<file path="src/rtl/ubxfr_pkg.sv">
`default_nettype none
// ----------------------------------------------------------------------------
// ubxfr_pkg
// Shared types, constants and field tables of the frame receiver.
// ----------------------------------------------------------------------------
package ubxfr_pkg;

   localparam int MAX_FRAME       = 256;
   localparam int PVT_BYTES       = 92;
   localparam int PVT_AW          = $clog2(PVT_BYTES);
   localparam int NUM_FIELDS      = 28;
   localparam int QUEUE_DEPTH     = 4;
   localparam int QUEUE_AW        = $clog2(QUEUE_DEPTH);
   localparam int FIX_BYTE        = 20;

   localparam logic [4:0] FIELD_LAST = 5'(NUM_FIELDS - 1);

   // configuration register indexes
   localparam logic [2:0] REG_SYNC_FIRST   = 3'd0;
   localparam logic [2:0] REG_SYNC_SECOND  = 3'd1;
   localparam logic [2:0] REG_NAV_CLASS    = 3'd2;
   localparam logic [2:0] REG_PVT_ID       = 3'd3;
   localparam logic [2:0] REG_ACK_CLASS    = 3'd4;
   localparam logic [2:0] REG_MIN_FIX_TYPE = 3'd5;

   typedef enum logic [2:0] {
      ST_PVT      = 3'd0,
      ST_ACK      = 3'd1,
      ST_OTHER    = 3'd2,
      ST_BAD_CK   = 3'd3,
      ST_OVERFLOW = 3'd4,
      ST_SHORT    = 3'd5
   } status_type;

   typedef enum logic [1:0] {
      FIX_NONE  = 2'd0,
      FIX_NOFIX = 2'd1,
      FIX_ACQ   = 2'd2
   } fix_type;

   typedef enum logic [2:0] {
      PH_SYNC1   = 3'd0,
      PH_SYNC2   = 3'd1,
      PH_HEAD    = 3'd2,
      PH_PAYLOAD = 3'd3,
      PH_CKA     = 3'd4,
      PH_CKB     = 3'd5
   } phase_type;

   typedef enum logic [1:0] {
      B_IDLE = 2'd0,
      B_ADDR = 2'd1,
      B_ACC  = 2'd2,
      B_EMIT = 2'd3
   } back_state_type;

   typedef struct packed {
      logic [7:0] sync_first;
      logic [7:0] sync_second;
      logic [7:0] nav_class;
      logic [7:0] pvt_id;
      logic [7:0] ack_class;
      logic [7:0] min_fix_type;
   } cfg_type;

   typedef struct packed {
      status_type status;
      logic [7:0] msg_class;
      logic [7:0] msg_id;
      logic       fix_ok;
   } job_type;

   typedef struct packed {
      logic              en;
      logic [PVT_AW-1:0] addr;
      logic [7:0]        data;
   } buf_wr_type;

   function automatic logic [PVT_AW-1:0] fld_off(input logic [4:0] f);
      logic [PVT_AW-1:0] o;
      case (f)
         5'd0:    o = PVT_AW'(0);
         5'd1:    o = PVT_AW'(4);
         5'd2:    o = PVT_AW'(6);
         5'd3:    o = PVT_AW'(7);
         5'd4:    o = PVT_AW'(8);
         5'd5:    o = PVT_AW'(9);
         5'd6:    o = PVT_AW'(10);
         5'd7:    o = PVT_AW'(11);
         5'd8:    o = PVT_AW'(12);
         5'd9:    o = PVT_AW'(16);
         5'd10:   o = PVT_AW'(20);
         5'd11:   o = PVT_AW'(21);
         5'd12:   o = PVT_AW'(23);
         5'd13:   o = PVT_AW'(24);
         5'd14:   o = PVT_AW'(28);
         5'd15:   o = PVT_AW'(32);
         5'd16:   o = PVT_AW'(36);
         5'd17:   o = PVT_AW'(40);
         5'd18:   o = PVT_AW'(44);
         5'd19:   o = PVT_AW'(48);
         5'd20:   o = PVT_AW'(52);
         5'd21:   o = PVT_AW'(56);
         5'd22:   o = PVT_AW'(60);
         5'd23:   o = PVT_AW'(64);
         5'd24:   o = PVT_AW'(68);
         5'd25:   o = PVT_AW'(72);
         5'd26:   o = PVT_AW'(76);
         5'd27:   o = PVT_AW'(84);
         default: o = PVT_AW'(0);
      endcase
      return o;
   endfunction

   // field length in bytes minus one
   function automatic logic [1:0] fld_lenm1(input logic [4:0] f);
      logic [1:0] l;
      case (f)
         5'd1, 5'd26:                                    l = 2'd1;
         5'd2, 5'd3, 5'd4, 5'd5, 5'd6, 5'd7, 5'd10,
         5'd11, 5'd12:                                   l = 2'd0;
         default:                                        l = 2'd3;
      endcase
      return l;
   endfunction

   function automatic logic fld_sgn(input logic [4:0] f);
      logic s;
      case (f)
         5'd9, 5'd13, 5'd14, 5'd15, 5'd16, 5'd19, 5'd20,
         5'd21, 5'd22, 5'd23, 5'd27:                     s = 1'b1;
         default:                                        s = 1'b0;
      endcase
      return s;
   endfunction

endpackage
`default_nettype wire

</file>
<file path="src/rtl/ubxfr_front.sv">
`default_nettype none
// ----------------------------------------------------------------------------
// ubxfr_front
// Sync hunt, header parse, checksum and payload capture; queues one job
// per finished frame.
// ----------------------------------------------------------------------------
module ubxfr_front
   import ubxfr_pkg::*;
(
   input  wire logic        clock,
   input  wire logic        reset,
   input  wire logic        byte_valid,
   input  wire logic [7:0]  byte_data,
   output logic             byte_ready,
   input  wire cfg_type     cfg,
   input  wire logic        pvt_busy,
   input  wire logic        queue_full,
   output logic             push,
   output job_type          push_job,
   output buf_wr_type       buf_wr
);

   phase_type   phase_ff, phase_in;
   logic [15:0] count_ff, count_in;
   logic [15:0] len_ff, len_in;
   logic [7:0]  class_ff, class_in;
   logic [7:0]  id_ff, id_in;
   logic [7:0]  sum_a_ff, sum_a_in;
   logic [7:0]  sum_b_ff, sum_b_in;
   logic [7:0]  ck_a_ff, ck_a_in;
   logic [7:0]  fix_byte_ff, fix_byte_in;

   logic        take;
   logic [7:0]  add_a;
   logic [15:0] count_inc;
   logic [16:0] frame_len;

   always_ff @(posedge clock) begin
      if (reset) begin
         phase_ff    <= PH_SYNC1;
         count_ff    <= '0;
         len_ff      <= '0;
         class_ff    <= '0;
         id_ff       <= '0;
         sum_a_ff    <= '0;
         sum_b_ff    <= '0;
         ck_a_ff     <= '0;
         fix_byte_ff <= '0;
      end else begin
         phase_ff    <= phase_in;
         count_ff    <= count_in;
         len_ff      <= len_in;
         class_ff    <= class_in;
         id_ff       <= id_in;
         sum_a_ff    <= sum_a_in;
         sum_b_ff    <= sum_b_in;
         ck_a_ff     <= ck_a_in;
         fix_byte_ff <= fix_byte_in;
      end
   end

   // payload may not overwrite the buffer while a field burst still reads it
   assign byte_ready = !queue_full && !(phase_ff == PH_PAYLOAD && pvt_busy);
   assign take       = byte_valid && byte_ready;
   assign add_a      = sum_a_ff + byte_data;
   assign count_inc  = count_ff + 16'd1;
   assign frame_len  = {1'b0, byte_data, len_ff[7:0]} + 17'd8;

   always_comb begin
      phase_in    = phase_ff;
      count_in    = count_ff;
      len_in      = len_ff;
      class_in    = class_ff;
      id_in       = id_ff;
      sum_a_in    = sum_a_ff;
      sum_b_in    = sum_b_ff;
      ck_a_in     = ck_a_ff;
      fix_byte_in = fix_byte_ff;
      push        = 1'b0;
      // fix type is judged against the threshold in force at frame end
      push_job    = '{status: ST_OTHER, msg_class: class_ff, msg_id: id_ff,
                      fix_ok: fix_byte_ff >= cfg.min_fix_type};
      buf_wr      = '{en: 1'b0, addr: count_ff[PVT_AW-1:0], data: byte_data};
      if (take) begin
         case (phase_ff)
            PH_SYNC1: begin
               if (byte_data == cfg.sync_first) phase_in = PH_SYNC2;
            end
            PH_SYNC2: begin
               if (byte_data == cfg.sync_second) begin
                  phase_in = PH_HEAD;
                  count_in = '0;
                  sum_a_in = '0;
                  sum_b_in = '0;
               end else if (byte_data != cfg.sync_first) begin
                  phase_in = PH_SYNC1;
               end
            end
            PH_HEAD: begin
               sum_a_in = add_a;
               sum_b_in = sum_b_ff + add_a;
               count_in = count_inc;
               case (count_ff[1:0])
                  2'd0:    class_in = byte_data;
                  2'd1:    id_in = byte_data;
                  2'd2:    len_in = {8'd0, byte_data};
                  default: begin
                     len_in   = {byte_data, len_ff[7:0]};
                     count_in = '0;
                     if (frame_len > 17'(MAX_FRAME)) begin
                        phase_in        = PH_SYNC1;
                        push            = 1'b1;
                        push_job.status = ST_OVERFLOW;
                     end else if ({byte_data, len_ff[7:0]} != 16'd0) begin
                        phase_in = PH_PAYLOAD;
                     end else begin
                        phase_in = PH_CKA;
                     end
                  end
               endcase
            end
            PH_PAYLOAD: begin
               sum_a_in  = add_a;
               sum_b_in  = sum_b_ff + add_a;
               buf_wr.en = count_ff < 16'(PVT_BYTES);
               if (count_ff == 16'(FIX_BYTE)) fix_byte_in = byte_data;
               count_in  = count_inc;
               if (count_inc >= len_ff) phase_in = PH_CKA;
            end
            PH_CKA: begin
               ck_a_in  = byte_data;
               phase_in = PH_CKB;
            end
            PH_CKB: begin
               phase_in = PH_SYNC1;
               push     = 1'b1;
               if (sum_a_ff != ck_a_ff || sum_b_ff != byte_data) begin
                  push_job.status = ST_BAD_CK;
               end else if (class_ff == cfg.nav_class && id_ff == cfg.pvt_id) begin
                  push_job.status = (len_ff < 16'(PVT_BYTES)) ? ST_SHORT : ST_PVT;
               end else if (class_ff == cfg.ack_class) begin
                  push_job.status = ST_ACK;
               end
            end
            default: phase_in = PH_SYNC1;
         endcase
      end
   end

   assert property (@(posedge clock) disable iff (reset) buf_wr.en |-> !pvt_busy)
      else $error("payload write while field burst pending");
   assert property (@(posedge clock) disable iff (reset) push |-> !queue_full)
      else $error("job pushed into full queue");
   assert property (@(posedge clock) disable iff (reset)
                    (phase_ff == PH_CKB && $past(phase_ff) != PH_CKB)
                    |-> $past(phase_ff) == PH_CKA)
      else $error("check byte b not preceded by check byte a");

endmodule
`default_nettype wire

</file>
<file path="src/rtl/ubxfr_queue.sv">
`default_nettype none
// ----------------------------------------------------------------------------
// ubxfr_queue
// Small job queue between frame parser and result generator.
// ----------------------------------------------------------------------------
module ubxfr_queue
   import ubxfr_pkg::*;
(
   input  wire logic    clock,
   input  wire logic    reset,
   input  wire logic    push,
   input  wire job_type push_job,
   output logic         full,
   input  wire logic    pop,
   output job_type      pop_job,
   output logic         empty
);

   job_type               slot_ff [QUEUE_DEPTH];
   logic [QUEUE_AW-1:0]   wr_ptr_ff, wr_ptr_in;
   logic [QUEUE_AW-1:0]   rd_ptr_ff, rd_ptr_in;
   logic [QUEUE_AW:0]     count_ff, count_in;

   assign full    = count_ff == (QUEUE_AW+1)'(QUEUE_DEPTH);
   assign empty   = count_ff == '0;
   assign pop_job = slot_ff[rd_ptr_ff];

   always_comb begin
      wr_ptr_in = wr_ptr_ff + QUEUE_AW'(push);
      rd_ptr_in = rd_ptr_ff + QUEUE_AW'(pop);
      count_in  = count_ff + (QUEUE_AW+1)'(push) - (QUEUE_AW+1)'(pop);
   end

   always_ff @(posedge clock) begin
      if (reset) begin
         wr_ptr_ff <= '0;
         rd_ptr_ff <= '0;
         count_ff  <= '0;
      end else begin
         wr_ptr_ff <= wr_ptr_in;
         rd_ptr_ff <= rd_ptr_in;
         count_ff  <= count_in;
      end
      if (push) slot_ff[wr_ptr_ff] <= push_job;
   end

   assert property (@(posedge clock) disable iff (reset) pop |-> !empty)
      else $error("pop from empty queue");
   assert property (@(posedge clock) disable iff (reset)
                    count_ff <= (QUEUE_AW+1)'(QUEUE_DEPTH))
      else $error("queue count beyond depth");
   assert property (@(posedge clock) disable iff (reset)
                    (push && !pop) |=> !empty)
      else $error("queue empty after push");

endmodule
`default_nettype wire

</file>
<file path="src/rtl/ubxfr_back.sv">
`default_nettype none
// ----------------------------------------------------------------------------
// ubxfr_back
// Payload buffer and result generator: one status result per job, or the
// 28 pvt fields read byte by byte from the buffer.
// ----------------------------------------------------------------------------
module ubxfr_back
   import ubxfr_pkg::*;
(
   input  wire logic        clock,
   input  wire logic        reset,
   input  wire buf_wr_type  buf_wr,
   input  wire logic        job_valid,
   input  wire job_type     job,
   output logic             pop,
   output logic             pvt_done,
   output logic             rsp_tvalid,
   input  wire logic        rsp_tready,
   output status_type       rsp_status,
   output logic [7:0]       rsp_msg_class,
   output logic [7:0]       rsp_msg_id,
   output logic [4:0]       rsp_field_index,
   output logic [32:0]      rsp_field_value,
   output fix_type          rsp_fix_state,
   output logic             rsp_last
);

   logic [7:0]        buf_mem [PVT_BYTES];
   logic [7:0]        rd_ff;
   logic [PVT_AW-1:0] rd_addr;

   back_state_type    state_ff, state_in;
   job_type           job_ff, job_in;
   fix_type           fix_ff, fix_in;
   logic [4:0]        fld_ff, fld_in;
   logic [1:0]        byte_ff, byte_in;
   logic [31:0]       acc_ff, acc_in;

   logic              out_valid_ff, out_valid_in;
   status_type        out_status_ff, out_status_in;
   logic [7:0]        out_class_ff, out_class_in;
   logic [7:0]        out_id_ff, out_id_in;
   logic [4:0]        out_index_ff, out_index_in;
   logic [32:0]       out_value_ff, out_value_in;
   fix_type           out_fix_ff, out_fix_in;
   logic              out_last_ff, out_last_in;

   logic              is_pvt;
   logic              slot_free;
   logic              fld_last;
   logic [32:0]       fld_value;

   assign rd_addr = fld_off(fld_ff) + PVT_AW'(byte_ff);

   always_ff @(posedge clock) begin
      if (buf_wr.en) buf_mem[buf_wr.addr] <= buf_wr.data;
      rd_ff <= buf_mem[rd_addr];
   end

   assign is_pvt    = job_ff.status == ST_PVT;
   assign slot_free = !out_valid_ff || rsp_tready;
   assign fld_last  = !is_pvt || fld_ff == FIELD_LAST;
   assign fld_value = (fld_sgn(fld_ff) && acc_ff[31]) ? {1'b1, acc_ff} : {1'b0, acc_ff};

   always_comb begin
      state_in      = state_ff;
      job_in        = job_ff;
      fix_in        = fix_ff;
      fld_in        = fld_ff;
      byte_in       = byte_ff;
      acc_in        = acc_ff;
      pop           = 1'b0;
      pvt_done      = 1'b0;
      out_valid_in  = out_valid_ff && !rsp_tready;
      out_status_in = out_status_ff;
      out_class_in  = out_class_ff;
      out_id_in     = out_id_ff;
      out_index_in  = out_index_ff;
      out_value_in  = out_value_ff;
      out_fix_in    = out_fix_ff;
      out_last_in   = out_last_ff;
      case (state_ff)
         B_IDLE: begin
            if (job_valid) begin
               pop     = 1'b1;
               job_in  = job;
               fld_in  = '0;
               byte_in = '0;
               acc_in  = '0;
               if (job.status == ST_PVT) begin
                  fix_in   = job.fix_ok ? FIX_ACQ : FIX_NOFIX;
                  state_in = B_ADDR;
               end else begin
                  state_in = B_EMIT;
               end
            end
         end
         B_ADDR: state_in = B_ACC;
         B_ACC: begin
            acc_in = acc_ff | ({24'd0, rd_ff} << {byte_ff, 3'b000});
            if (byte_ff == fld_lenm1(fld_ff)) begin
               state_in = B_EMIT;
            end else begin
               byte_in  = byte_ff + 2'd1;
               state_in = B_ADDR;
            end
         end
         B_EMIT: begin
            if (slot_free) begin
               out_valid_in  = 1'b1;
               out_status_in = job_ff.status;
               out_class_in  = job_ff.msg_class;
               out_id_in     = job_ff.msg_id;
               out_index_in  = is_pvt ? fld_ff : 5'd0;
               out_value_in  = is_pvt ? fld_value : 33'd0;
               out_fix_in    = fix_ff;
               out_last_in   = fld_last;
               if (fld_last) begin
                  pvt_done = is_pvt;
                  state_in = B_IDLE;
               end else begin
                  fld_in   = fld_ff + 5'd1;
                  byte_in  = '0;
                  acc_in   = '0;
                  state_in = B_ADDR;
               end
            end
         end
         default: state_in = B_IDLE;
      endcase
   end

   always_ff @(posedge clock) begin
      if (reset) begin
         state_ff     <= B_IDLE;
         fix_ff       <= FIX_NONE;
         out_valid_ff <= 1'b0;
      end else begin
         state_ff     <= state_in;
         fix_ff       <= fix_in;
         out_valid_ff <= out_valid_in;
      end
      job_ff        <= job_in;
      fld_ff        <= fld_in;
      byte_ff       <= byte_in;
      acc_ff        <= acc_in;
      out_status_ff <= out_status_in;
      out_class_ff  <= out_class_in;
      out_id_ff     <= out_id_in;
      out_index_ff  <= out_index_in;
      out_value_ff  <= out_value_in;
      out_fix_ff    <= out_fix_in;
      out_last_ff   <= out_last_in;
   end

   assign rsp_tvalid      = out_valid_ff;
   assign rsp_status      = out_status_ff;
   assign rsp_msg_class   = out_class_ff;
   assign rsp_msg_id      = out_id_ff;
   assign rsp_field_index = out_index_ff;
   assign rsp_field_value = out_value_ff;
   assign rsp_fix_state   = out_fix_ff;
   assign rsp_last        = out_last_ff;

   assert property (@(posedge clock) disable iff (reset)
                    (state_ff == B_ACC) |-> $past(state_ff) == B_ADDR)
      else $error("accumulate without preceding buffer read");
   assert property (@(posedge clock) disable iff (reset)
                    (out_valid_ff && out_status_ff == ST_PVT) |-> out_fix_ff != FIX_NONE)
      else $error("pvt field without fix update");
   assert property (@(posedge clock) disable iff (reset)
                    pvt_done |-> fld_ff == FIELD_LAST)
      else $error("field burst ended early");

endmodule
`default_nettype wire

</file>
<file path="src/rtl/ubx_frame_receiver_pvt_extract.sv">
`default_nettype none
// ----------------------------------------------------------------------------
// ubx_frame_receiver_pvt_extract
// Binary navigation frame receiver with checksum check and PVT field output.
// ----------------------------------------------------------------------------
// Received bytes enter on req_* and are taken one per clock; the parser never
// holds a byte except when its 4-entry job queue is full, or while it is in
// the payload of a frame and a PVT job of an earlier frame is queued or still
// reads the 92-byte payload buffer. Each finished frame gives one result,
// except a checked full PVT frame which gives 28, marked by rsp_tlast on the
// final one. The field burst reads the payload buffer byte by byte through
// an address state and an accumulate state, then emits each field, waiting
// while the previous result is not yet taken. Status codes ride on rsp_tuser.
// ----------------------------------------------------------------------------
module ubx_frame_receiver_pvt_extract
   import ubxfr_pkg::*;
(
   input  wire logic        clock,
   input  wire logic        reset,
   input  wire logic        req_tvalid,
   output logic             req_tready,
   input  wire logic [7:0]  req_tdata,    // [7:0] rx_byte
   output logic             rsp_tvalid,
   input  wire logic        rsp_tready,
   // [7:0] msg_class, [15:8] msg_id, [20:16] field_index,
   // [53:21] field_value, [55:54] fix_state
   output logic [55:0]      rsp_tdata,
   output logic [2:0]       rsp_tuser,    // [2:0] status
   output logic             rsp_tlast,
   input  wire logic        csr_we,
   input  wire logic [2:0]  csr_addr,
   input  wire logic [7:0]  csr_wdata
);

   cfg_type    cfg_ff, cfg_in;
   logic [2:0] pvt_cnt_ff, pvt_cnt_in;

   logic       push, pop, queue_full, queue_empty, pvt_done;
   job_type    push_job, pop_job;
   buf_wr_type buf_wr;

   status_type rsp_status;
   logic [7:0] rsp_msg_class, rsp_msg_id;
   logic [4:0] rsp_field_index;
   logic [32:0] rsp_field_value;
   fix_type    rsp_fix_state;

   always_comb begin
      cfg_in = cfg_ff;
      if (csr_we) begin
         case (csr_addr)
            REG_SYNC_FIRST:   cfg_in.sync_first   = csr_wdata;
            REG_SYNC_SECOND:  cfg_in.sync_second  = csr_wdata;
            REG_NAV_CLASS:    cfg_in.nav_class    = csr_wdata;
            REG_PVT_ID:       cfg_in.pvt_id       = csr_wdata;
            REG_ACK_CLASS:    cfg_in.ack_class    = csr_wdata;
            REG_MIN_FIX_TYPE: cfg_in.min_fix_type = csr_wdata;
            default:          cfg_in = cfg_ff;
         endcase
      end
   end

   // pvt jobs queued or in progress, each one still owns the payload buffer
   always_comb begin
      pvt_cnt_in = pvt_cnt_ff + 3'(push && push_job.status == ST_PVT) - 3'(pvt_done);
   end

   always_ff @(posedge clock) begin
      if (reset) begin
         cfg_ff     <= '{sync_first: 8'd181, sync_second: 8'd98, nav_class: 8'd1,
                         pvt_id: 8'd7, ack_class: 8'd5, min_fix_type: 8'd2};
         pvt_cnt_ff <= '0;
      end else begin
         cfg_ff     <= cfg_in;
         pvt_cnt_ff <= pvt_cnt_in;
      end
   end

   ubxfr_front u_front (
      .clock      (clock),
      .reset      (reset),
      .byte_valid (req_tvalid),
      .byte_data  (req_tdata),
      .byte_ready (req_tready),
      .cfg        (cfg_ff),
      .pvt_busy   (pvt_cnt_ff != 3'd0),
      .queue_full (queue_full),
      .push       (push),
      .push_job   (push_job),
      .buf_wr     (buf_wr)
   );

   ubxfr_queue u_queue (
      .clock    (clock),
      .reset    (reset),
      .push     (push),
      .push_job (push_job),
      .full     (queue_full),
      .pop      (pop),
      .pop_job  (pop_job),
      .empty    (queue_empty)
   );

   ubxfr_back u_back (
      .clock           (clock),
      .reset           (reset),
      .buf_wr          (buf_wr),
      .job_valid       (!queue_empty),
      .job             (pop_job),
      .pop             (pop),
      .pvt_done        (pvt_done),
      .rsp_tvalid      (rsp_tvalid),
      .rsp_tready      (rsp_tready),
      .rsp_status      (rsp_status),
      .rsp_msg_class   (rsp_msg_class),
      .rsp_msg_id      (rsp_msg_id),
      .rsp_field_index (rsp_field_index),
      .rsp_field_value (rsp_field_value),
      .rsp_fix_state   (rsp_fix_state),
      .rsp_last        (rsp_tlast)
   );

   assign rsp_tuser = rsp_status;
   assign rsp_tdata = {rsp_fix_state, rsp_field_value, rsp_field_index,
                       rsp_msg_id, rsp_msg_class};

   assert property (@(posedge clock) disable iff (reset)
                    pvt_cnt_ff <= 3'(QUEUE_DEPTH + 1))
      else $error("pvt job count beyond queue plus generator");
   assert property (@(posedge clock) disable iff (reset)
                    pvt_done |-> pvt_cnt_ff != 3'd0)
      else $error("pvt burst finished with no pvt job pending");
   assert property (@(posedge clock) disable iff (reset)
                    buf_wr.en |-> pvt_cnt_ff == 3'd0)
      else $error("payload buffer overwritten during field burst");

endmodule
`default_nettype wire
</file>
<file path="config.mk">
export PLATFORM = sky130hd
export DESIGN_NAME = ubx_frame_receiver_pvt_extract
export DESIGN_NICKNAME = d
export VERILOG_FILES = /design/src/rtl/ubxfr_pkg.sv /design/src/rtl/ubxfr_front.sv /design/src/rtl/ubxfr_queue.sv /design/src/rtl/ubxfr_back.sv /design/src/rtl/ubx_frame_receiver_pvt_extract.sv
export SDC_FILE = /design/constraint.sdc
export NUM_CORES = 1
export LEC_CHECK = 0
export BUFFER_PORTS_ARGS = -buffer_cell sky130_fd_sc_hd__buf_2
export CELL_PAD_IN_SITES_DETAIL_PLACEMENT = 1
export CELL_PAD_IN_SITES_GLOBAL_PLACEMENT = 1
export CORE_UTILIZATION = 35
export DETAILED_ROUTE_END_ITERATION = 8
export GPL_ROUTABILITY_DRIVEN = 0
export GPL_TIMING_DRIVEN = 0
export PLACE_DENSITY_LB_ADDON = 0.1
export SLEW_MARGIN = 25
export SYNTH_ARGS = -nofsm -noshare
export SYNTH_HDL_FRONTEND = slang
export SYNTH_SLANG_ARGS = --single-unit
</file>
<file path="constraint.sdc">
create_clock -name clock -period 9.9 [get_ports clock]
set_input_delay 1.485 -clock clock [delete_from_list [all_inputs] [get_ports clock]]
set_output_delay 1.485 -clock clock [all_outputs]
set_load 0.005 [all_outputs]
</file>
Yosys cells after proc, flatten, opt, wreduce, memory -nomap -nowiden. Memories as Yosys holds them, arrays and structs flattened. A register that Yosys moved wholly into a read port is not among the register bits. Index checks and enable logic that the tools add are counted.

Bits in registers: 264. Memory bits (read-only): 320. Logic and storage cells: 219. Memories: 5. Bits in writable memories: 816. Output and inout port bits: 62.

Bitwise gates (word level): 3. Reduce and logical (&&, ||, !) cells: 54. Shifts and indexed selects: 1. Equality and inequality tests: 36. $add $sub $neg: 13. Muxes and demuxes: 66. Magnitude comparators: 5.

Memory list: u_back.buf_mem (words 92, bits a word 8, read ports 1, clocked after memory_dff 1, write ports 1, line ubxfr_back.sv:28) `logic [7:0] buf_mem [PVT_BYTES];`; (no name shown) (words 32, bits a word 7, read ports 1, clocked after memory_dff 1, write ports 0, line ubxfr_pkg.sv:81) `case (f)`; u_queue.slot_ff (words 4, bits a word 20, read ports 1, clocked after memory_dff 1, write ports 1, line ubxfr_queue.sv:19) `job_type slot_ff [QUEUE_DEPTH];`; (no name shown) (words 32, bits a word 2, read ports 1, clocked after memory_dff 1, write ports 0, line ubxfr_pkg.sv:118) `case (f)`; (no name shown) (words 32, bits a word 1, read ports 1, clocked after memory_dff 1, write ports 0, line ubxfr_pkg.sv:129) `case (f)`.

Operators with widths (count): 32-bit two-way mux (3); 32-bit case mux with 3 select lines (1); 16-bit case mux with 3 select lines (1); 8-bit == test (5); 3-bit two-way mux (13); 33-bit two-way mux (1); 16-bit by 7-bit < comparator with 1-bit output (second input constant) (2); 16-bit two-way mux (2); 32-bit OR (1); 16-bit case mux with 2 select lines (1); 8-bit case mux with 2 select lines (2); 8-bit by 5-bit << shifter with 32-bit output (1); 5-bit two-way mux (6); 2-bit two-way mux (12); 8-bit != test (3); 3-bit AND reduction (7); 2-bit AND reduction (10); 3-bit zero test (6); 16-bit by 4-bit adder with 17-bit output (second input constant) (1); 17-bit by 9-bit > comparator with 1-bit output (second input constant) (1); 1-bit two-way mux (17); 16-bit by 1-bit adder with 16-bit output (second input constant) (1); 8-bit adder (2); 16-bit by 5-bit == test with 1-bit output (second input constant) (1); 37 further kinds (78).

Logic depth before layout (Yosys ltp).
Depth in word-level cells: 10. Mapped depth: 14. Depth with buffers taken out: 14.

Modules after synthesis. From an unflattened synthesis, not the netlist that was laid out.

Cell total of the unflattened synthesis: 2820. Area, all modules: 45474.9 µm².

By module, submodules not included: ubxfr_back (area each 34290.4 µm², times used 1, sequential area each 26105.0 µm², cells an instance 1757); ubxfr_front (area each 5821.8 µm², times used 1, sequential area each 1661.6 µm², cells an instance 727); ubxfr_queue (area each 3229.3 µm², times used 1, sequential area each 2542.4 µm², cells an instance 137); ubx_frame_receiver_pvt_extract (area each 2133.3 µm², times used 1, sequential area each 1021.0 µm², cells an instance 199).

Worst setup path before layout. OpenSTA, ideal clock, no wires.

Path type: input port to flip-flop. Start point: input port rsp_tready. End point: register (tool-made name). Path buffers: 1. Stages on the path: 11. Path slack: 5.008 ns. Arrival: 4.774 ns. Data required time: 9.781 ns. Path through: nor2b_1 nor2_2 a2bb2oi_4 buf_2 nand2_1 o21ai_0 inv_1 ha_1 inv_1 o21ai_0 o221a_1.

RTL lines: start, declared (line ubx_frame_receiver_pvt_extract.sv:24) `input wire logic rsp_tready,`.

Worst setup path after layout.
Start point: input port req_tdata[2]. End point: register pvt_cnt_ff[2].

Longest elaborated chain between the ends: 10. Elaborated cells on any way between the ends: 17. Those cells by class: 3 x add/sub; 1 x order compare; 1 x eq/ne; 9 x mux; 3 x reduce/logical.

RTL lines: start, declared (line ubx_frame_receiver_pvt_extract.sv:22) `input wire logic [7:0] req_tdata,`; 16-bit by 4-bit adder with 17-bit output (line ubxfr_front.sv:67) `assign frame_len = {1'b0, byte_data, len_ff[7:0]} + 17'd8;`; 17-bit by 9-bit > comparator with 1-bit output (line ubxfr_front.sv:110) `if (frame_len > 17'(MAX_FRAME)) begin`; 3-bit two-way mux (line ubxfr_front.sv:110); 3-bit two-way mux (line ubxfr_front.sv:103) `case (count_ff[1:0])`; 3-bit case mux with 2 select lines (line ubxfr_front.sv:85) `case (phase_ff)`; 3-bit two-way mux (line ubxfr_front.sv:84) `if (take) begin`; 3-bit zero test (line ubx_frame_receiver_pvt_extract.sv:65) `pvt_cnt_in = pvt_cnt_ff + 3'(push && push_job.status == ST_PVT) - 3'(pvt_done);`; 1-bit logical AND * (line ubx_frame_receiver_pvt_extract.sv:65); 3-bit by 1-bit adder with 3-bit output * (line ubx_frame_receiver_pvt_extract.sv:65); 3-bit by 1-bit subtractor with 3-bit output * (line ubx_frame_receiver_pvt_extract.sv:65); end signal, assigned (line ubx_frame_receiver_pvt_extract.sv:75) `pvt_cnt_ff <= pvt_cnt_in;`; end, declared (line ubx_frame_receiver_pvt_extract.sv:36) `logic [2:0] pvt_cnt_ff, pvt_cnt_in;`.

Every way passes the cells marked *; elsewhere a longest branch is shown, timed or not. A chain may end at the register's enable or synchronous reset.

==> results_dict.tcl <==
set metrics [dict create \
    status "completed" \
    syn_nets 2881 \
    num_vias 25278 \
    ys_warn_count 0 \
    drt_pass1_iterations 5 \
    r2r_start "u_back.byte_ff[0]$_SDFFCE_PN0P_" \
    critical_path_class "in2reg" \
    synth_area_leaders "edfxtp_1, mux4_2, dfxtp_1" \
    r2r-end "u_back.rd_ff[0]$_DFF_P_" \
    drive_gt1_share_pct 19.7 \
    grt_max_degree 70 \
    synth.top_cell.area_share_pct 62.6 \
    start_util_pct 35.5 \
    post_drt_wl_per_cell_microns 26.9 \
    fin_nets 3101 \
    numCtsBuffers 119 \
    power_density_nw_per_um2 281 \
    fill_cells 12548 \
    cts-root-buf "clkbuf_16" \
    tns_ps 0 \
    ioPinCount 86 \
    p_total_uw 14500 \
    area_growth_pct 15.1 \
    synthTopCellsByCount "edfxtp_1, nand2_1, mux4_2, nor2_1, dfxtp_1" \
    min_path_type "reg2reg" \
    worstPathRequired_ps 10480 \
    placed_cells 4543 \
    io_buffers 85 \
    drv_slew 0 \
    post-dp-hpwl_microns 88600 \
    max_stage_delay_ps 620 \
    grt_overflow 0 \
    grt_usage_pct 19.8 \
    cp.arrival_ps 5700 \
    stdcell_area_sq_um 51600 \
    min_period_ps 5120 \
    maxSlewHeadroom_pct 26.5 \
    fp-row-count 130 \
    fin_ws_ps 4780 \
    path_clk_slew_ps 60 \
    die_x_microns 360 \
    grt_pass1_vias 27061 \
    synth_edf_count 934 \
    htree_levels 3 \
    setup_violations 0 \
    die_h_microns 360 \
    hold_viol_final 0 \
    peakVddDrop_mv 0.168 \
    cts_buffer_depth 3 \
    syn_inst 2794 \
    fin_crit_sh_pct 51.7 \
    max_cap_viol_count 0 \
    worstHoldEndpoint "u_back.rsp_msg_id[1]$_DFFE_PP_" \
    coreArea_sq_um 126000 \
    grt_pass1_wl_microns 187000 \
    syn_area_sq_um 44800 \
    final.setup_skew_ps 24.8 \
    tightest_slew_ps 1100 \
    synth_cell_types 75 \
    post_cts_buffers 0 \
    fmax_mhz 195 \
    synth_area_per_cell_sq_um 16.0 \
    worstHoldPathCells 0 \
    leakagePower_uw 0.0169 \
    via_per_inst 5.30 \
    ys.flop_type "edfxtp_1" \
    yosysSeqAreaShare_pct 69.9 \
    dieArea_sq_um 129000 \
    cts_tree "built" \
    numClockSinks 1098 \
    critical_path.max_fanout 62 \
    antenna_found_initial 0 \
    ff2ff_path_depth 9 \
    drtAntennaViolNets 0 \
    rsz0062_at_grt "no" \
    placed_area_sq_um 47700 \
    async_reset_ff_share_pct 0 \
    synth_most_common_cell "edfxtp_1" \
    worst_hold_startpoint "u_back.job_ff[2]$_DFFE_PP_" \
    drc 0 \
    wl_microns 128000 \
    yosys.area.top_type "edfxtp_1" \
    crit_path_cell_trace "buf_4, buf_16, buf_6, clkbuf_1, xor2_1, nor4_1, nand4_1, nor3_1, nand2_1, ha_1, inv_1, ha_1, fa_1, xnor2_1, xnor2_1, nor2_1" \
    worst_skew_pair.late_latency_ps 720 \
    start_kind "input port" \
    stdcell_count 4765 \
    hold_buffers 0 \
    cp_slowest_cell "clkbuf_1" \
    synth_seq_cells 1098 \
    drt_iter0_markers 2116 \
    end_kind "register" \
    cts_resized 0 \
    reg2reg_slack_ps 5070 \
    dp_slack_ps 4030 \
]
-- power breakdown --
group	switching, uW	internal [uW]	total [uW]
sequential	164	5300	5460
clock	1840	2540	4390
combinational	2740	1890	4630
total	4750	9730	14500
-- worst max-delay path, delay by kind of cell --
family        cells  cell delay [ps]
simple gates      5             1190
fa+ha+maj         3              910
buf+inv           5             1460
xor+xnor          3              510
-- metrics by stage --
| step | hold WS, ps | utilization [%] |
|---|---|---|
| final | 423 | 40.8 |
| after global routing | 428 | 40.8 |
| after CTS | 423 | 40.8 |
| after detailed placement | 409 | 37.8 |
| after global placement | 405 | 37.5 |
| after floorplan | 400 | - |
-- worst max-delay path by stage --
stage                       startpoint                          endpoint  slack (ps)  cells after the start
final                     req_tdata[2]          pvt_cnt_ff[2]$_SDFF_PP0_        4780                     16
after global routing      req_tdata[2]          pvt_cnt_ff[2]$_SDFF_PP0_        4440                     16
after CTS                 req_tdata[2]          pvt_cnt_ff[2]$_SDFF_PP0_        4790                     16
after detailed placement  req_tdata[2]          pvt_cnt_ff[2]$_SDFF_PP0_        4030                     16
after global placement    req_tdata[2]  u_queue.slot_ff[0][15]$_DFFE_PP_        1660                      9
after floorplan             rsp_tready                          register        5010                     11
-- logic make-up (layout without fill, tap and decap cells) --
group                    Yosys count  after routing  synth area share (%)
flip-flops                      1098           1098                  69.9
AND/OR/NAND/NOR                  795            795                  8.24
AO/OA/AOI/OAI                    286            286                  3.86
multiplexers                     262            262                  12.2
buffers and inverters            191            509                  1.97
XOR/XNOR                          99             99                  1.95
adder cells (fa/ha/maj)           63             63                  1.84
other                              0              3                     0
-- metal layers --
metal / vias to the layer above / part of all wire (%) / GRT usage, %
li1: 11199 / - / -
met1: 13410 / 45 / 27.4
met2: 531 / 49 / 33.2
met3: 138 / 4.3 / 2.56
met4: 0 / 1.7 / 5.04
met5: - / 0 / 0
-- final cells by class --
class | count | area (sq um) | area share, %
inverter | 50 | 188 | 0.364
buffer | 141 | 706 | 1.37
antenna | 3 | 7.51 | 0.0146
sequential | 1098 | 31300 | 60.8
tap | 1650 | 2060 | 4.00
clock inverter | 80 | 712 | 1.38
multi-input combinational | 1505 | 12700 | 24.5
timing repair buffer | 99 | 754 | 1.46
clock buffer | 139 | 3140 | 6.09
-- registers in the layout (all words and copies together) (netlist names), 16 cells and up, named ones only --
signal / count
u_back.buf_mem: 736
u_queue.slot_ff: 80
cfg_ff: 48
u_back.rsp_field_value: 33
u_back.acc_ff: 32
u_back.job_ff: 19
u_front.count_ff: 16
u_front.len_ff: 16
-- cell usage in the layout (no fill, tap or decap), types with 9 or more instances in the layout --
cell and n:
a211oi_1 10, a21o_1 9, a21oi_1 156, a311oi_1 9
a31oi_1 10, and2_1 47, and3_1 12, buf_2 109
buf_4 24, buf_6 14, bufinv_16 11, clkbuf_1 85
clkbuf_16 123, clkinv_1 24, clkinv_2 31, dfxtp_1 164
edfxtp_1 934, ha_1 58, inv_1 48, mux2i_1 32
mux4_2 227, nand2_1 264, nand2b_1 10, nand3_1 101
nand4_1 9, nor2_1 223, nor2_2 11, nor2b_1 26
nor3_1 25, nor3b_1 11, nor4_1 24, o21ai_0 37
xnor2_1 32, xor2_1 64
Note: power is estimated with default switching activity, not from simulation.
